<file path="src/sv/asfet_pkg.sv">
// ----------------------------------------------------------------------------
// asfet_pkg
// shared constants and codes for the allele site filter and error tally block
// ----------------------------------------------------------------------------
package asfet_pkg;

	// bases and matrix geometry
	localparam int NUM_BASES = 4;
	localparam int ROW_W     = 2;
	localparam int BASE_W    = 3;
	localparam int POS_W     = 32;

	// default widths of the top-level parameters
	localparam int DEF_ACC_WIDTH   = 48;
	localparam int DEF_COUNT_WIDTH = 16;

	// configuration registers
	localparam int ALT_COUNT_W = 16;
	localparam int FRAC_W      = 17;
	localparam int CFG_IDX_W   = 2;
	localparam int CFG_DATA_W  = 17;

	localparam logic [CFG_IDX_W-1:0] CFG_MAX_ALT_COUNT    = 2'd0;
	localparam logic [CFG_IDX_W-1:0] CFG_MAX_ALT_FRACTION = 2'd1;

	// q1.16 share
	localparam int SHARE_FRAC_W = 16;
	localparam int SHARE_W      = SHARE_FRAC_W + 1;
	localparam logic [SHARE_W-1:0] SHARE_ONE = SHARE_W'(1) << SHARE_FRAC_W;

	// request and result codes
	localparam logic REQ_SITE    = 1'b0;
	localparam logic REQ_REPORT  = 1'b1;
	localparam logic KIND_SITE   = 1'b0;
	localparam logic KIND_ENTRY  = 1'b1;

endpackage

</file>
<file path="src/sv/asfet_ram.sv">
// ----------------------------------------------------------------------------
// asfet_ram
// generic single write port, single read port ram with registered read data
// ----------------------------------------------------------------------------
module asfet_ram #(
	parameter int WIDTH = 8,
	parameter int DEPTH = 4
) (
	input  logic                                   clk,
	input  logic                                   wr_en,
	input  logic [((DEPTH > 1) ? $clog2(DEPTH) : 1)-1:0] wr_addr,
	input  logic [WIDTH-1:0]                       wr_data,
	input  logic                                   rd_en,
	input  logic [((DEPTH > 1) ? $clog2(DEPTH) : 1)-1:0] rd_addr,
	output logic [WIDTH-1:0]                       rd_data
);

	logic [WIDTH-1:0] mem_q [DEPTH];
	logic [WIDTH-1:0] rd_data_q;

	always_ff @(posedge clk) begin
		if (wr_en) begin
			mem_q[wr_addr] <= wr_data;
		end
		if (rd_en) begin
			rd_data_q <= mem_q[rd_addr];
		end
	end

	assign rd_data = rd_data_q;

endmodule

</file>
<file path="src/sv/allele_site_filter_error_tally.sv">
// ----------------------------------------------------------------------------
// allele_site_filter_error_tally
// classifies sites as homozygous or heterozygous, tallies homozygous counts
// into a 4x4 error matrix and reports the matrix with q1.16 row shares
// ----------------------------------------------------------------------------
// site record: registered at the input transfer; in S_SITE the matrix row
//   is written back (read-modify-write) or the result loaded, then S_IDLE
//   takes the next site; output stalls hold the site result and S_EMIT
// report: 16 results; per row S_RSUM takes the read data, S_RTOT the total,
//   per entry S_DSET, S_DIV (skipped: empty row, whole-row entry), S_EMIT loads
// reset: config registers to zero, matrix rows marked empty (read as zero)
// ----------------------------------------------------------------------------
module allele_site_filter_error_tally #(
	parameter int ACC_WIDTH   = asfet_pkg::DEF_ACC_WIDTH,
	parameter int COUNT_WIDTH = asfet_pkg::DEF_COUNT_WIDTH
) (
	input  logic                                  clk,
	input  logic                                  arst_n,

	// configuration write channel
	input  logic                                  cfg_valid,
	output logic                                  cfg_ready,
	input  logic [asfet_pkg::CFG_IDX_W-1:0]       cfg_index,
	input  logic [asfet_pkg::CFG_DATA_W-1:0]      cfg_data,

	// input channel
	input  logic                                  in_valid,
	output logic                                  in_stall,
	input  logic                                  req_type,
	input  logic [asfet_pkg::BASE_W-1:0]          site_base,
	input  logic [asfet_pkg::POS_W-1:0]           site_position,
	input  logic [COUNT_WIDTH-1:0]                total_depth,
	input  logic [COUNT_WIDTH-1:0]                count_a,
	input  logic [COUNT_WIDTH-1:0]                count_c,
	input  logic [COUNT_WIDTH-1:0]                count_g,
	input  logic [COUNT_WIDTH-1:0]                count_t,

	// result channel
	output logic                                  out_valid,
	input  logic                                  out_stall,
	output logic                                  result_kind,
	output logic [asfet_pkg::POS_W-1:0]           out_position,
	output logic [asfet_pkg::ROW_W-1:0]           out_site_base,
	output logic [COUNT_WIDTH-1:0]                out_depth,
	output logic [COUNT_WIDTH-1:0]                out_a,
	output logic [COUNT_WIDTH-1:0]                out_c,
	output logic [COUNT_WIDTH-1:0]                out_g,
	output logic [COUNT_WIDTH-1:0]                out_t,
	output logic [asfet_pkg::ROW_W-1:0]           matrix_column,
	output logic [ACC_WIDTH-1:0]                  matrix_count,
	output logic [asfet_pkg::SHARE_W-1:0]         matrix_share,
	output logic                                  last_entry
);

	localparam int NB       = asfet_pkg::NUM_BASES;
	localparam int ROW_W    = asfet_pkg::ROW_W;
	localparam int ROWBITS  = NB * ACC_WIDTH;
	// alt sum needs two extra bits over a count
	localparam int ALT_W    = COUNT_WIDTH + 2;
	// alt * 65536 and fraction * depth both fit here
	localparam int CMP_W    = ALT_W + asfet_pkg::SHARE_FRAC_W;
	localparam int PROD_W   = asfet_pkg::FRAC_W + COUNT_WIDTH;
	localparam int PAIR_W   = ACC_WIDTH + 1;
	localparam int TOT_W    = ACC_WIDTH + 2;
	localparam int QW       = asfet_pkg::SHARE_FRAC_W;
	localparam int STEP_W   = $clog2(QW);
	localparam logic [ROW_W-1:0]  LAST_IDX  = ROW_W'(NB - 1);
	localparam logic [STEP_W-1:0] LAST_STEP = STEP_W'(QW - 1);

	typedef enum logic [2:0] {
		S_IDLE,
		S_SITE,
		S_RSUM,
		S_RTOT,
		S_DSET,
		S_DIV,
		S_EMIT
	} state_t;

	state_t state_q;

	// configuration registers
	logic [asfet_pkg::ALT_COUNT_W-1:0] max_alt_count_q;
	logic [asfet_pkg::FRAC_W-1:0]      max_alt_fraction_q;

	// latched site record
	logic [asfet_pkg::BASE_W-1:0]      ref_q;
	logic [asfet_pkg::POS_W-1:0]       pos_q;
	logic [COUNT_WIDTH-1:0]            depth_q;
	logic [COUNT_WIDTH-1:0]            cnt_q [NB];

	// report walk and share divider
	logic [ROW_W-1:0]                  row_q;
	logic [ROW_W-1:0]                  col_q;
	logic [ACC_WIDTH-1:0]              row_data_q [NB];
	logic [PAIR_W-1:0]                 ab_q;
	logic [PAIR_W-1:0]                 cd_q;
	logic [TOT_W-1:0]                  total_q;
	logic [TOT_W-1:0]                  rem_q;
	logic [QW-1:0]                     quot_q;
	logic [STEP_W-1:0]                 step_q;
	logic [asfet_pkg::SHARE_W-1:0]     share_q;

	// matrix rows written since reset; an empty row reads as zero
	logic [NB-1:0]                     row_vld_q;
	logic                              rd_vld_q;

	// ram ports
	logic                              ram_wr_en;
	logic [ROW_W-1:0]                  ram_wr_addr;
	logic [ROWBITS-1:0]                ram_wr_data;
	logic                              ram_rd_en;
	logic [ROW_W-1:0]                  ram_rd_addr;
	logic [ROWBITS-1:0]                ram_rd_data;

	// output register
	logic                              out_valid_q;
	logic                              out_free;
	logic                              out_load;
	logic                              in_xfer;

	// site classification
	logic [ACC_WIDTH-1:0]              row_rd [NB];
	logic [ALT_W-1:0]                  sum_all;
	logic [ALT_W-1:0]                  alt;
	logic [PROD_W-1:0]                 frac_prod;
	logic                              is_homo;

	// divider step
	logic [TOT_W:0]                    rem_sh;
	logic                              q_bit;
	logic [TOT_W-1:0]                  rem_next;
	logic [QW-1:0]                     quot_next;
	logic [TOT_W-1:0]                  entry_ext;

	assign cfg_ready = 1'b1;
	assign in_stall  = (state_q != S_IDLE);
	assign in_xfer   = in_valid && !in_stall;
	assign out_valid = out_valid_q;
	// output slot can take a new result this cycle
	assign out_free  = !out_valid_q || !out_stall;
	// a heterozygous site or a matrix entry enters the output register
	assign out_load  = out_free && ((state_q == S_EMIT)
		|| (state_q == S_SITE && !ref_q[asfet_pkg::BASE_W-1] && !is_homo));

	// ram read data, masked to zero for a row never written
	always_comb begin
		for (int j = 0; j < NB; j++) begin
			row_rd[j] = rd_vld_q ? ram_rd_data[j*ACC_WIDTH +: ACC_WIDTH] : '0;
		end
	end

	// alternate count: all four counts less the reference one
	always_comb begin
		sum_all = '0;
		for (int j = 0; j < NB; j++) begin
			sum_all = sum_all + ALT_W'(cnt_q[j]);
		end
		alt = sum_all - ALT_W'(cnt_q[ref_q[ROW_W-1:0]]);
	end

	assign frac_prod = max_alt_fraction_q * depth_q;
	assign is_homo   = (CMP_W'(alt) <= CMP_W'(max_alt_count_q))
		|| ((CMP_W'(alt) << asfet_pkg::SHARE_FRAC_W) <= CMP_W'(frac_prod));

	// row update: add the site counts into the reference row
	always_comb begin
		for (int j = 0; j < NB; j++) begin
			ram_wr_data[j*ACC_WIDTH +: ACC_WIDTH] = row_rd[j] + ACC_WIDTH'(cnt_q[j]);
		end
	end

	assign ram_wr_en   = (state_q == S_SITE) && !ref_q[asfet_pkg::BASE_W-1] && is_homo;
	assign ram_wr_addr = ref_q[ROW_W-1:0];

	// reads: the site row at transfer, row 0 at a report transfer, next row
	// once the last entry of a row is handed to the output register
	always_comb begin
		ram_rd_en   = 1'b0;
		ram_rd_addr = '0;
		if (in_xfer) begin
			ram_rd_en   = 1'b1;
			ram_rd_addr = (req_type == asfet_pkg::REQ_REPORT) ? '0 : site_base[ROW_W-1:0];
		end else if (state_q == S_EMIT && out_free && col_q == LAST_IDX
				&& row_q != LAST_IDX) begin
			ram_rd_en   = 1'b1;
			ram_rd_addr = row_q + ROW_W'(1);
		end
	end

	// restoring divider step for count * 65536 / row total
	assign entry_ext = TOT_W'(row_data_q[col_q]);
	assign rem_sh    = {rem_q, 1'b0};
	assign q_bit     = (rem_sh >= {1'b0, total_q});
	assign rem_next  = q_bit ? TOT_W'(rem_sh - {1'b0, total_q}) : rem_sh[TOT_W-1:0];
	assign quot_next = {quot_q[QW-2:0], q_bit};

	asfet_ram #(
		.WIDTH (ROWBITS),
		.DEPTH (NB)
	) u_matrix_ram (
		.clk     (clk),
		.wr_en   (ram_wr_en),
		.wr_addr (ram_wr_addr),
		.wr_data (ram_wr_data),
		.rd_en   (ram_rd_en),
		.rd_addr (ram_rd_addr),
		.rd_data (ram_rd_data)
	);

	// configuration writes, always ready
	always_ff @(posedge clk or negedge arst_n) begin
		if (!arst_n) begin
			max_alt_count_q    <= '0;
			max_alt_fraction_q <= '0;
		end else if (cfg_valid && cfg_ready) begin
			case (cfg_index)
				asfet_pkg::CFG_MAX_ALT_COUNT: begin
					max_alt_count_q <= cfg_data[asfet_pkg::ALT_COUNT_W-1:0];
				end
				asfet_pkg::CFG_MAX_ALT_FRACTION: begin
					max_alt_fraction_q <= cfg_data[asfet_pkg::FRAC_W-1:0];
				end
				default: begin
				end
			endcase
		end
	end

	// main sequencer with the output register
	always_ff @(posedge clk or negedge arst_n) begin
		if (!arst_n) begin
			state_q      <= S_IDLE;
			out_valid_q  <= 1'b0;
			row_vld_q    <= '0;
			rd_vld_q     <= 1'b0;
			row_q        <= '0;
			col_q        <= '0;
			step_q       <= '0;
			result_kind  <= asfet_pkg::KIND_SITE;
			out_position <= '0;
			out_site_base <= '0;
			out_depth    <= '0;
			out_a        <= '0;
			out_c        <= '0;
			out_g        <= '0;
			out_t        <= '0;
			matrix_column <= '0;
			matrix_count <= '0;
			matrix_share <= '0;
			last_entry   <= 1'b0;
		end else begin
			// new result loaded, or the held one taken downstream
			if (out_load) begin
				out_valid_q <= 1'b1;
			end else if (!out_stall) begin
				out_valid_q <= 1'b0;
			end
			if (ram_rd_en) begin
				rd_vld_q <= row_vld_q[ram_rd_addr];
			end

			case (state_q)
				S_IDLE: begin
					if (in_xfer) begin
						if (req_type == asfet_pkg::REQ_REPORT) begin
							row_q   <= '0;
							col_q   <= '0;
							state_q <= S_RSUM;
						end else begin
							ref_q    <= site_base;
							pos_q    <= site_position;
							depth_q  <= total_depth;
							cnt_q[0] <= count_a;
							cnt_q[1] <= count_c;
							cnt_q[2] <= count_g;
							cnt_q[3] <= count_t;
							state_q  <= S_SITE;
						end
					end
				end

				S_SITE: begin
					if (ref_q[asfet_pkg::BASE_W-1]) begin
						// unknown base: dropped
						state_q <= S_IDLE;
					end else if (is_homo) begin
						// row written back through the ram port this cycle
						row_vld_q[ref_q[ROW_W-1:0]] <= 1'b1;
						state_q <= S_IDLE;
					end else if (out_free) begin
						result_kind   <= asfet_pkg::KIND_SITE;
						out_position  <= pos_q;
						out_site_base <= ref_q[ROW_W-1:0];
						out_depth     <= depth_q;
						out_a         <= cnt_q[0];
						out_c         <= cnt_q[1];
						out_g         <= cnt_q[2];
						out_t         <= cnt_q[3];
						matrix_column <= '0;
						matrix_count  <= '0;
						matrix_share  <= '0;
						last_entry    <= 1'b0;
						state_q       <= S_IDLE;
					end
				end

				S_RSUM: begin
					for (int j = 0; j < NB; j++) begin
						row_data_q[j] <= row_rd[j];
					end
					ab_q    <= PAIR_W'(row_rd[0]) + PAIR_W'(row_rd[1]);
					cd_q    <= PAIR_W'(row_rd[2]) + PAIR_W'(row_rd[3]);
					state_q <= S_RTOT;
				end

				S_RTOT: begin
					total_q <= TOT_W'(ab_q) + TOT_W'(cd_q);
					state_q <= S_DSET;
				end

				S_DSET: begin
					if (total_q == '0) begin
						share_q <= '0;
						state_q <= S_EMIT;
					end else if (entry_ext == total_q) begin
						share_q <= asfet_pkg::SHARE_ONE;
						state_q <= S_EMIT;
					end else begin
						rem_q   <= entry_ext;
						quot_q  <= '0;
						step_q  <= '0;
						state_q <= S_DIV;
					end
				end

				S_DIV: begin
					rem_q  <= rem_next;
					quot_q <= quot_next;
					if (step_q == LAST_STEP) begin
						share_q <= {1'b0, quot_next};
						state_q <= S_EMIT;
					end else begin
						step_q <= step_q + STEP_W'(1);
					end
				end

				S_EMIT: begin
					if (out_free) begin
						result_kind   <= asfet_pkg::KIND_ENTRY;
						out_position  <= '0;
						out_site_base <= row_q;
						out_depth     <= '0;
						out_a         <= '0;
						out_c         <= '0;
						out_g         <= '0;
						out_t         <= '0;
						matrix_column <= col_q;
						matrix_count  <= row_data_q[col_q];
						matrix_share  <= share_q;
						last_entry    <= (row_q == LAST_IDX) && (col_q == LAST_IDX);
						if (col_q != LAST_IDX) begin
							col_q   <= col_q + ROW_W'(1);
							state_q <= S_DSET;
						end else if (row_q != LAST_IDX) begin
							// next row read was issued this cycle
							col_q   <= '0;
							row_q   <= row_q + ROW_W'(1);
							state_q <= S_RSUM;
						end else begin
							state_q <= S_IDLE;
						end
					end
				end

				default: begin
					state_q <= S_IDLE;
				end
			endcase
		end
	end

	// a report entry never claims more than the whole row
	a_share_range: assert property (@(posedge clk) disable iff (!arst_n)
		out_valid_q && result_kind == asfet_pkg::KIND_ENTRY
		|-> matrix_share <= asfet_pkg::SHARE_ONE)
		else $error("matrix share above one");

	// end-of-report mark only on matrix entries
	a_last_kind: assert property (@(posedge clk) disable iff (!arst_n)
		out_valid_q && last_entry |-> result_kind == asfet_pkg::KIND_ENTRY)
		else $error("last entry on a site result");

	// divider remainder stays below the row total
	a_div_rem: assert property (@(posedge clk) disable iff (!arst_n)
		state_q == S_DIV |-> rem_q < total_q)
		else $error("share divider remainder out of range");

	// an accepted item blocks the next one from following straight behind it
	a_one_at_a_time: assert property (@(posedge clk) disable iff (!arst_n)
		in_xfer |=> in_stall)
		else $error("input accepted while busy");

	// matrix is never written during a report walk
	a_no_write_in_report: assert property (@(posedge clk) disable iff (!arst_n)
		ram_wr_en |-> state_q == S_SITE && !$past(state_q == S_EMIT))
		else $error("matrix write outside a site update");

endmodule

</file>
<file path="config.mk">
export PLATFORM = sky130hd
export DESIGN_NAME = allele_site_filter_error_tally
export DESIGN_NICKNAME = d
export VERILOG_FILES = /design/src/sv/asfet_pkg.sv /design/src/sv/asfet_ram.sv /design/src/sv/allele_site_filter_error_tally.sv
export SDC_FILE = /design/constraint.sdc
export NUM_CORES = 2
export LEC_CHECK = 0
export BUFFER_PORTS_ARGS = -buffer_cell sky130_fd_sc_hd__buf_2
export CORE_ASPECT_RATIO = 0.75
export CORE_UTILIZATION = 51
export CTS_CLUSTER_SIZE = 20
export DETAILED_ROUTE_END_ITERATION = 16
export HOLD_SLACK_MARGIN = 0.06
export PLACE_DENSITY_LB_ADDON = 0.2
export SLEW_MARGIN = 20
export SYNTH_ARGS = -nofsm -noshare
export SYNTH_HDL_FRONTEND = slang
export SYNTH_HIERARCHICAL = 1
export SYNTH_SLANG_ARGS = --single-unit
</file>
<file path="constraint.sdc">
create_clock -name clk -period 68 [get_ports clk]
set_input_delay 6.8 -clock clk [delete_from_list [all_inputs] [get_ports clk]]
set_output_delay 6.8 -clock clk [all_outputs]
set_load 0.01 [all_outputs]
</file>
=== After elaboration in Yosys (flattened, before gate mapping) ===
Memories as Yosys holds them, arrays and structs flattened. A register that Yosys moved wholly into a read port is not among the register bits.
Index checks and enable logic that the tools add are counted.

* Multiply operators: 1
* Bitwise operators: 3
* Reduce and logical (&&, ||, !) cells: 40
* Mux-type cells: 114
* Eq/ne operators: 29
* $lt $le $gt $ge: 6
* $add $sub $neg: 15

{| class="wikitable"
|+ Operators by type and width
! cell !! number
|-
| 2-to-1 mux 48 bit || 8
|-
| 2-to-1 mux 16 bit || 16
|-
| adder 48 x 16 -> 48 bit || 4
|-
| one-hot mux 16 bit (2 select lines) || 5
|-
| 2-to-1 mux 50 bit || 3
|-
| 2-to-1 mux 32 bit || 4
|-
| 2-to-1 mux 17 bit || 7
|-
| one-hot mux 50 bit (2 select lines) || 1
|-
| adder 48 x 48 -> 49 bit || 2
|-
| one-hot mux 48 bit (2 select lines) || 1
|-
| one-hot mux 17 bit (2 select lines) || 2
|-
| one-hot mux 32 bit (2 select lines) || 1
|-
| greater-or-equal comparator 51 x 50 -> 1 bit || 1
|-
| adder 49 x 49 -> 50 bit || 1
|-
| == test 48 x 50 -> 1 bit || 1
|-
| zero test 50 bit || 1
|-
| subtractor 50 bit || 1
|-
| 2-to-1 mux 2 bit || 24
|-
| <= comparator 34 x 33 -> 1 bit || 1
|-
| multiplier 17 x 16 -> 33 bit || 1
|-
| 2-to-1 mux 15 bit || 2
|-
| one-hot mux 15 bit (2 select lines) || 1
|-
| inequality test 2 bit (second input constant) || 13
|-
| 2-to-1 mux 3 bit || 7
|-
| 41 further kinds || 100
|}

* Bits in registers: 514
* Bits in writable memories: 1024
* Word-level logic and storage cells: 241
* Memories kept: 3
* Output and inout bits: 186

{| class="wikitable"
|+ Memories
! name !! words !! width !! read ports !! clocked after Yosys merged registers in !! wr ports !! RTL line !! source
|-
| u_matrix_ram.mem_q || 4 || 192 || 1 || 1 || 1 || asfet_ram.sv:18 || <nowiki>logic [WIDTH-1:0] mem_q [DEPTH];</nowiki>
|-
| row_data_q || 4 || 48 || 1 || 0 || 4 || allele_site_filter_error_tally.sv:95 || <nowiki>logic [ACC_WIDTH-1:0] row_data_q [NB];</nowiki>
|-
| cnt_q || 4 || 16 || 5 || 1 || 4 || allele_site_filter_error_tally.sv:90 || <nowiki>logic [COUNT_WIDTH-1:0] cnt_q [NB];</nowiki>
|}

=== Logic depth before layout (Yosys ltp) ===
An unclocked memory read counts as a cell.

* Depth in word-level cells: 12
* Mapped depth: 40

=== By module ===
Netlist, hierarchy kept.

{| class="wikitable"
|+ Modules (own cells, without submodules)
! module !! area an instance (µm²) !! cells an instance !! sequential area each (µm²) !! times used
|-
| allele_site_filter_error_tally || 56566.8 || 5365 || 21996.1 || 1
|-
| asfet_ram || 33703.6 || 1199 || 28827.6 || 1
|}

=== Least setup slack after synthesis ===
No wires, ideal clock.

* Path type: flip-flop to flip-flop
* Start: reg depth_q[8]
* End: mem u_matrix_ram/mem_q[0][0] (netlist name), enable pin
* Buffers on the path: 3
* Arrival time: 21.969 ns
* Library setup time: 1.019 ns
* Path slack: 45.012 ns
* Cell stages (with the launch flop): 38
* Cell sequence: edfxtp_1 -> clkbuf_1 -> clkbuf_1 -> nand2_1 -> fa_1 -> inv_1 -> fa_1 -> inv_1 -> fa_1 -> inv_1 -> fa_1 -> fa_1 -> inv_1 -> fa_1 -> inv_1 -> ha_1 -> clkbuf_1 -> and3_1 -> [2 not listed] -> a21oi_1 -> o31a_1 -> o311a_1 -> o21ai_1 -> a21boi_0 -> nand2b_1 -> a31oi_1 -> xor2_1 -> ha_1 -> nand3_1 -> nor3_1 -> nand4_1 -> a2111oi_0 -> nand4_1 -> o211ai_2 -> nand2_1 -> nor2_1 -> nor3b_1

* Longest elaborated chain between the ends: 6

{| class="wikitable"
|+ RTL lines
! item !! RTL line !! source
|-
| from (decl) || allele_site_filter_error_tally.sv:89 || <nowiki>logic [COUNT_WIDTH-1:0] depth_q;</nowiki>
|-
| from (signal assigned) || allele_site_filter_error_tally.sv:273 || <nowiki>depth_q <= total_depth;</nowiki>
|-
| multiplier 17 x 16 -> 33 bit || allele_site_filter_error_tally.sv:162 || <nowiki>assign frac_prod = max_alt_fraction_q * depth_q;</nowiki>
|-
| <= comparator 34 x 33 -> 1 bit || allele_site_filter_error_tally.sv:164 || <nowiki>|| ((CMP_W'(alt) << asfet_pkg::SHARE_FRAC_W) <= CMP_W'(frac_prod));</nowiki>
|-
| logical OR 1 bit || allele_site_filter_error_tally.sv:164 ||
|-
| logical AND 1 bit || allele_site_filter_error_tally.sv:173 || <nowiki>assign ram_wr_en = (state_q == S_SITE) && !ref_q[asfet_pkg::BASE_W-1] && is_homo;</nowiki>
|-
| via ram_wr_en || allele_site_filter_error_tally.sv:109 || <nowiki>logic ram_wr_en;</nowiki>
|-
| 2-to-1 mux 1 bit || asfet_ram.sv:22 || <nowiki>if (wr_en) begin</nowiki>
|-
| 2-to-1 mux 1 bit (implied by the code) || asfet_ram.sv:23 || <nowiki>mem_q[wr_addr] <= wr_data;</nowiki>
|-
| to (decl) || asfet_ram.sv:18 ||
|}

The timed path passes the listed nets, and every way through them passes these cells.

=== Final worst setup path ===
* Start: reg depth_q[5]
* End: mem u_matrix_ram/mem_q[2][191] (netlist name), enable pin

Same word-level chain as after synthesis.

==> impl_metrics.ini <==
[run_status]
status = finished, final reports clean

[place]
place.detailed.hpwl_um = 175000
io_buffers = 324
gp_congestion = 0.922
placed_cell_area_um2 = 94200

[worst_setup_path]
critical-path-max-stage-delay_ps = 830
endpoint_kind = register
path_class = reg2reg
critical_path_arrival_ps = 13040
startpoint_type = register
slowest_stage = and3b_4
worstPathMaxFanout = 56
cp_common_cell = fa_1
cp.required_ps = 68420

[cells_and_area]
layout-drive-gt1-share = 0.140
syn2layout_area_growth_pct = 10.7
stdcell_area_um2 = 99900
fin_util = 0.569
nNetsFinal = 7713

[cts]
post_cts_buffers = 0
cts_resized = 0
clkSlewWorstSetupHoldPaths_ps = 70
postCtsHoldBufs = 0
tritoncts = yes
clockBufferDepth = 3
htree_num_levels = 4
cts_made_buffers = 170
cts_num_sinks = 1732
clk_latency_ps = 840
root_buffer = clkbuf_16

[synthesis]
synth_mux_area_frac = 0.0716
yosys.area_share.simple = 0.0828
ys.flop_type = edfxtp_1
yosysWarningCount = 6
synth-compound-area-share = 0.0908
synthAdderAreaFrac = 0.116
ys_seq_area_frac = 0.563
synthCells = 6564
async_flop_share = 0.135
synth-edff-count = 1497
synth_fp_nets = 7386
postSynthAreaPerCell_um2 = 13.8
synth-xor-area-share = 0.0406
synth_cell_types = 91
synth_top_family_by_area = adder cells
synth_seq_cells = 1732
netlist_area_um2 = 90300

[sta]
clock_skew_ps = 67.6
finalSetupTns_ps = 0
worst_pin_slew_ps = 1120
period_share = 0.186
drv_slew = 0
slew_headroom = 0.256
rsz0062_at_grt = no
hold_viol = 0
fmax_mhz = 79.2
period_needed_ps = 12620
setup_viol = 0

[pwr]
switching_share = 0.430
cellPowerDensity_nw_per_um2 = 52.0
ir_worst_vdd_mv = 0.140
p_comb_frac = 0.531
pwr-share-clk = 0.184
switching_power_mw = 2.23
p_int_mw = 2.96
leakage_nw = 39.5
pwr-share-seq = 0.285

[global_route]
grt_pass1_wl_um = 358000
antenna_found_initial = 14
grt_overflow = 0
grt_max_degree = 158
grt_pass1_vias = 54400
groute.usage.overall = 0.270

[floorplanning]
coreArea_um2 = 176000
die_area_um2 = 179000
die_y_um = 366
io_pins = 326
start_util = 0.514
placementRows = 133
die_w_um = 488

[routing]
drc = 0
vias = 56600
drt_iter0_markers = 6516
detail_route.first_pass.iterations = 5
wl_per_cell_um = 25.6
postRouteAntennaNets = 0
routed_wl_um = 240000
via_per_inst = 6.02

[hold_path]
hp-class = reg2reg

[flow_run]
drv_cap = 0
==> kinds of logic after synthesis <==
kind of cell | after synthesis
multiplexers | 323
adder cells (fa/ha/maj) | 682
XOR/XNOR | 418
AND/OR/NAND/NOR | 1493
AO/OA/AOI/OAI | 1195
other | 1
buffers and inverters | 720
flip-flops | 1732
==> sequential cells by signal, summed over array words and instances (netlist names), 32 cells and up, named ones only <==
signal	cells
u_matrix_ram/mem_q	768
row_data_q	192
u_matrix_ram/rd_data	192
cnt_q	64
rem_q	50
total_q	50
ab_q	49
cd_q	49
matrix_count	48
out_position	32
pos_q	32
==> cell usage in the layout, fill, tap and decap left out, types with 14 or more instances in the layout <==
master	instances
and4_1	14
o21ai_0	158
nand3_1	96
xnor2_1	266
or3_1	14
and3_1	64
fa_1	263
nand4_1	71
clkinv_1	35
mux4_2	256
clkbuf_16	175
buf_2	323
clkbuf_1	36
a211oi_1	27
nand2b_1	43
o21a_1	51
and2_1	302
nor2b_1	35
o211ai_1	26
a21oi_1	280
o21ai_1	55
nand2_1	464
edfxtp_1	1497
ha_1	419
nor2_1	250
a21o_1	187
mux2i_1	42
clkinvlp_4	15
a22o_1	187
o21bai_1	35
mux2_2	25
buf_4	66
o31ai_1	21
nor4_1	30
a31oi_1	26
dfrtp_1	230
inv_1	482
xor2_1	152
nor3_1	49
clkinv_2	18
==> per-layer routing <==
layer	up-vias	routed length, um	track usage
met5	-	58	0
met4	4	5060	0.0596
met3	304	22900	0.0491
met2	2348	97600	0.362
met1	28900	115000	0.447
li1	25000	-	-
==> power groups by stage <==
stage | registers, mW | logic, mW | clock network, mW
after floorplan | 1.50 | 1.88 | 0
final | 1.48 | 2.76 | 0.957
after global routing | 1.49 | 3.05 | 1.01
after detailed placement | 1.50 | 2.69 | 0
after global placement | 1.50 | 2.67 | 0
after CTS | 1.48 | 2.72 | 0.974
==> cell usage after synthesis (20+ instances only) <==
cell type	number	area share
edfxtp_1	1497	0.50
inv_1	482	0.020
nand2_1	467	0.019
ha_1	419	0.058
and2_1	304	0.021
a21oi_1	281	0.016
xnor2_1	266	0.026
fa_1	263	0.058
mux4_2	256	0.064
nor2_1	254	0.011
dfrtp_1	233	0.065
a21o_1	187	0.016
a22o_1	187	0.018
o21ai_0	159	0.0088
xor2_1	152	0.015
clkbuf_1	149	0.0062
nand3_1	96	0.0053
nand4_1	71	0.0049
and3_1	65	0.0045
buf_2	55	0.0030
o21ai_1	55	0.0030
o21a_1	51	0.0042
nor3_1	50	0.0028
nand2b_1	43	0.0030
mux2i_1	42	0.0047
nor2b_1	35	0.0024
o21bai_1	35	0.0029
nor4_1	32	0.0022
a211oi_1	27	0.0022
a31oi_1	26	0.0018
o211ai_1	26	0.0022
mux2_2	25	0.0031
o31ai_1	21	0.0017
buf_12	20	0.0044
==> cell type report <==
type	count	area (um^2)
diodes	2	5.00
clock buffers	217	4600
clock inverters	100	1110
fillers	13900	75600
inverters	483	1810
multi-input cells	4112	36400
flip-flops and latches	1732	50800
well taps	2362	2960
repair buffers	392	2170
==> critical path, delay by kind of cell (launching register included) <==
kind                     cells  cell delay (ps)
AO/OA/AOI/OAI               12             2930
adder cells (fa/ha/maj)      8             3790
flip-flops                   1              700
XOR/XNOR                     1              100
buffers and inverters        6             1750
AND/OR/NAND/NOR              8             2700
==> stage by stage <==
step | instances | power, mW | hold WS [ps] | setup WS, ps
2_1_floorplan | 6564 | 3.38 | 424 | 45010
3_3_place_gp | 9081 | 4.16 | 440 | 55680
3_5_place_dp | 9081 | 4.19 | 446 | 55630
4_1_cts | 9398 | 5.17 | 423 | 55530
5_1_grt | 9400 | 5.56 | 451 | 54700
6_report | 9400 | 5.20 | 427 | 55380
==> final timing paths <==
kind	from	endpoint	slack [ps]	depth (start not counted)
worst max-delay path	depth_q[5]	u_matrix_ram/mem_q[2][191]	55380	35
worst min-delay path	share_q[0]	matrix_share[0]	430	1
worst max register to register	depth_q[5]	u_matrix_ram/mem_q[2][191]	55380	35
worst min register to register	share_q[0]	matrix_share[0]	430	1
max in group asynchronous	arst_n	out_t[15]	60720	2
min in group asynchronous	arst_n	matrix_count[34]	5920	1
No activity file was read; power rests on OpenSTA's default activity.
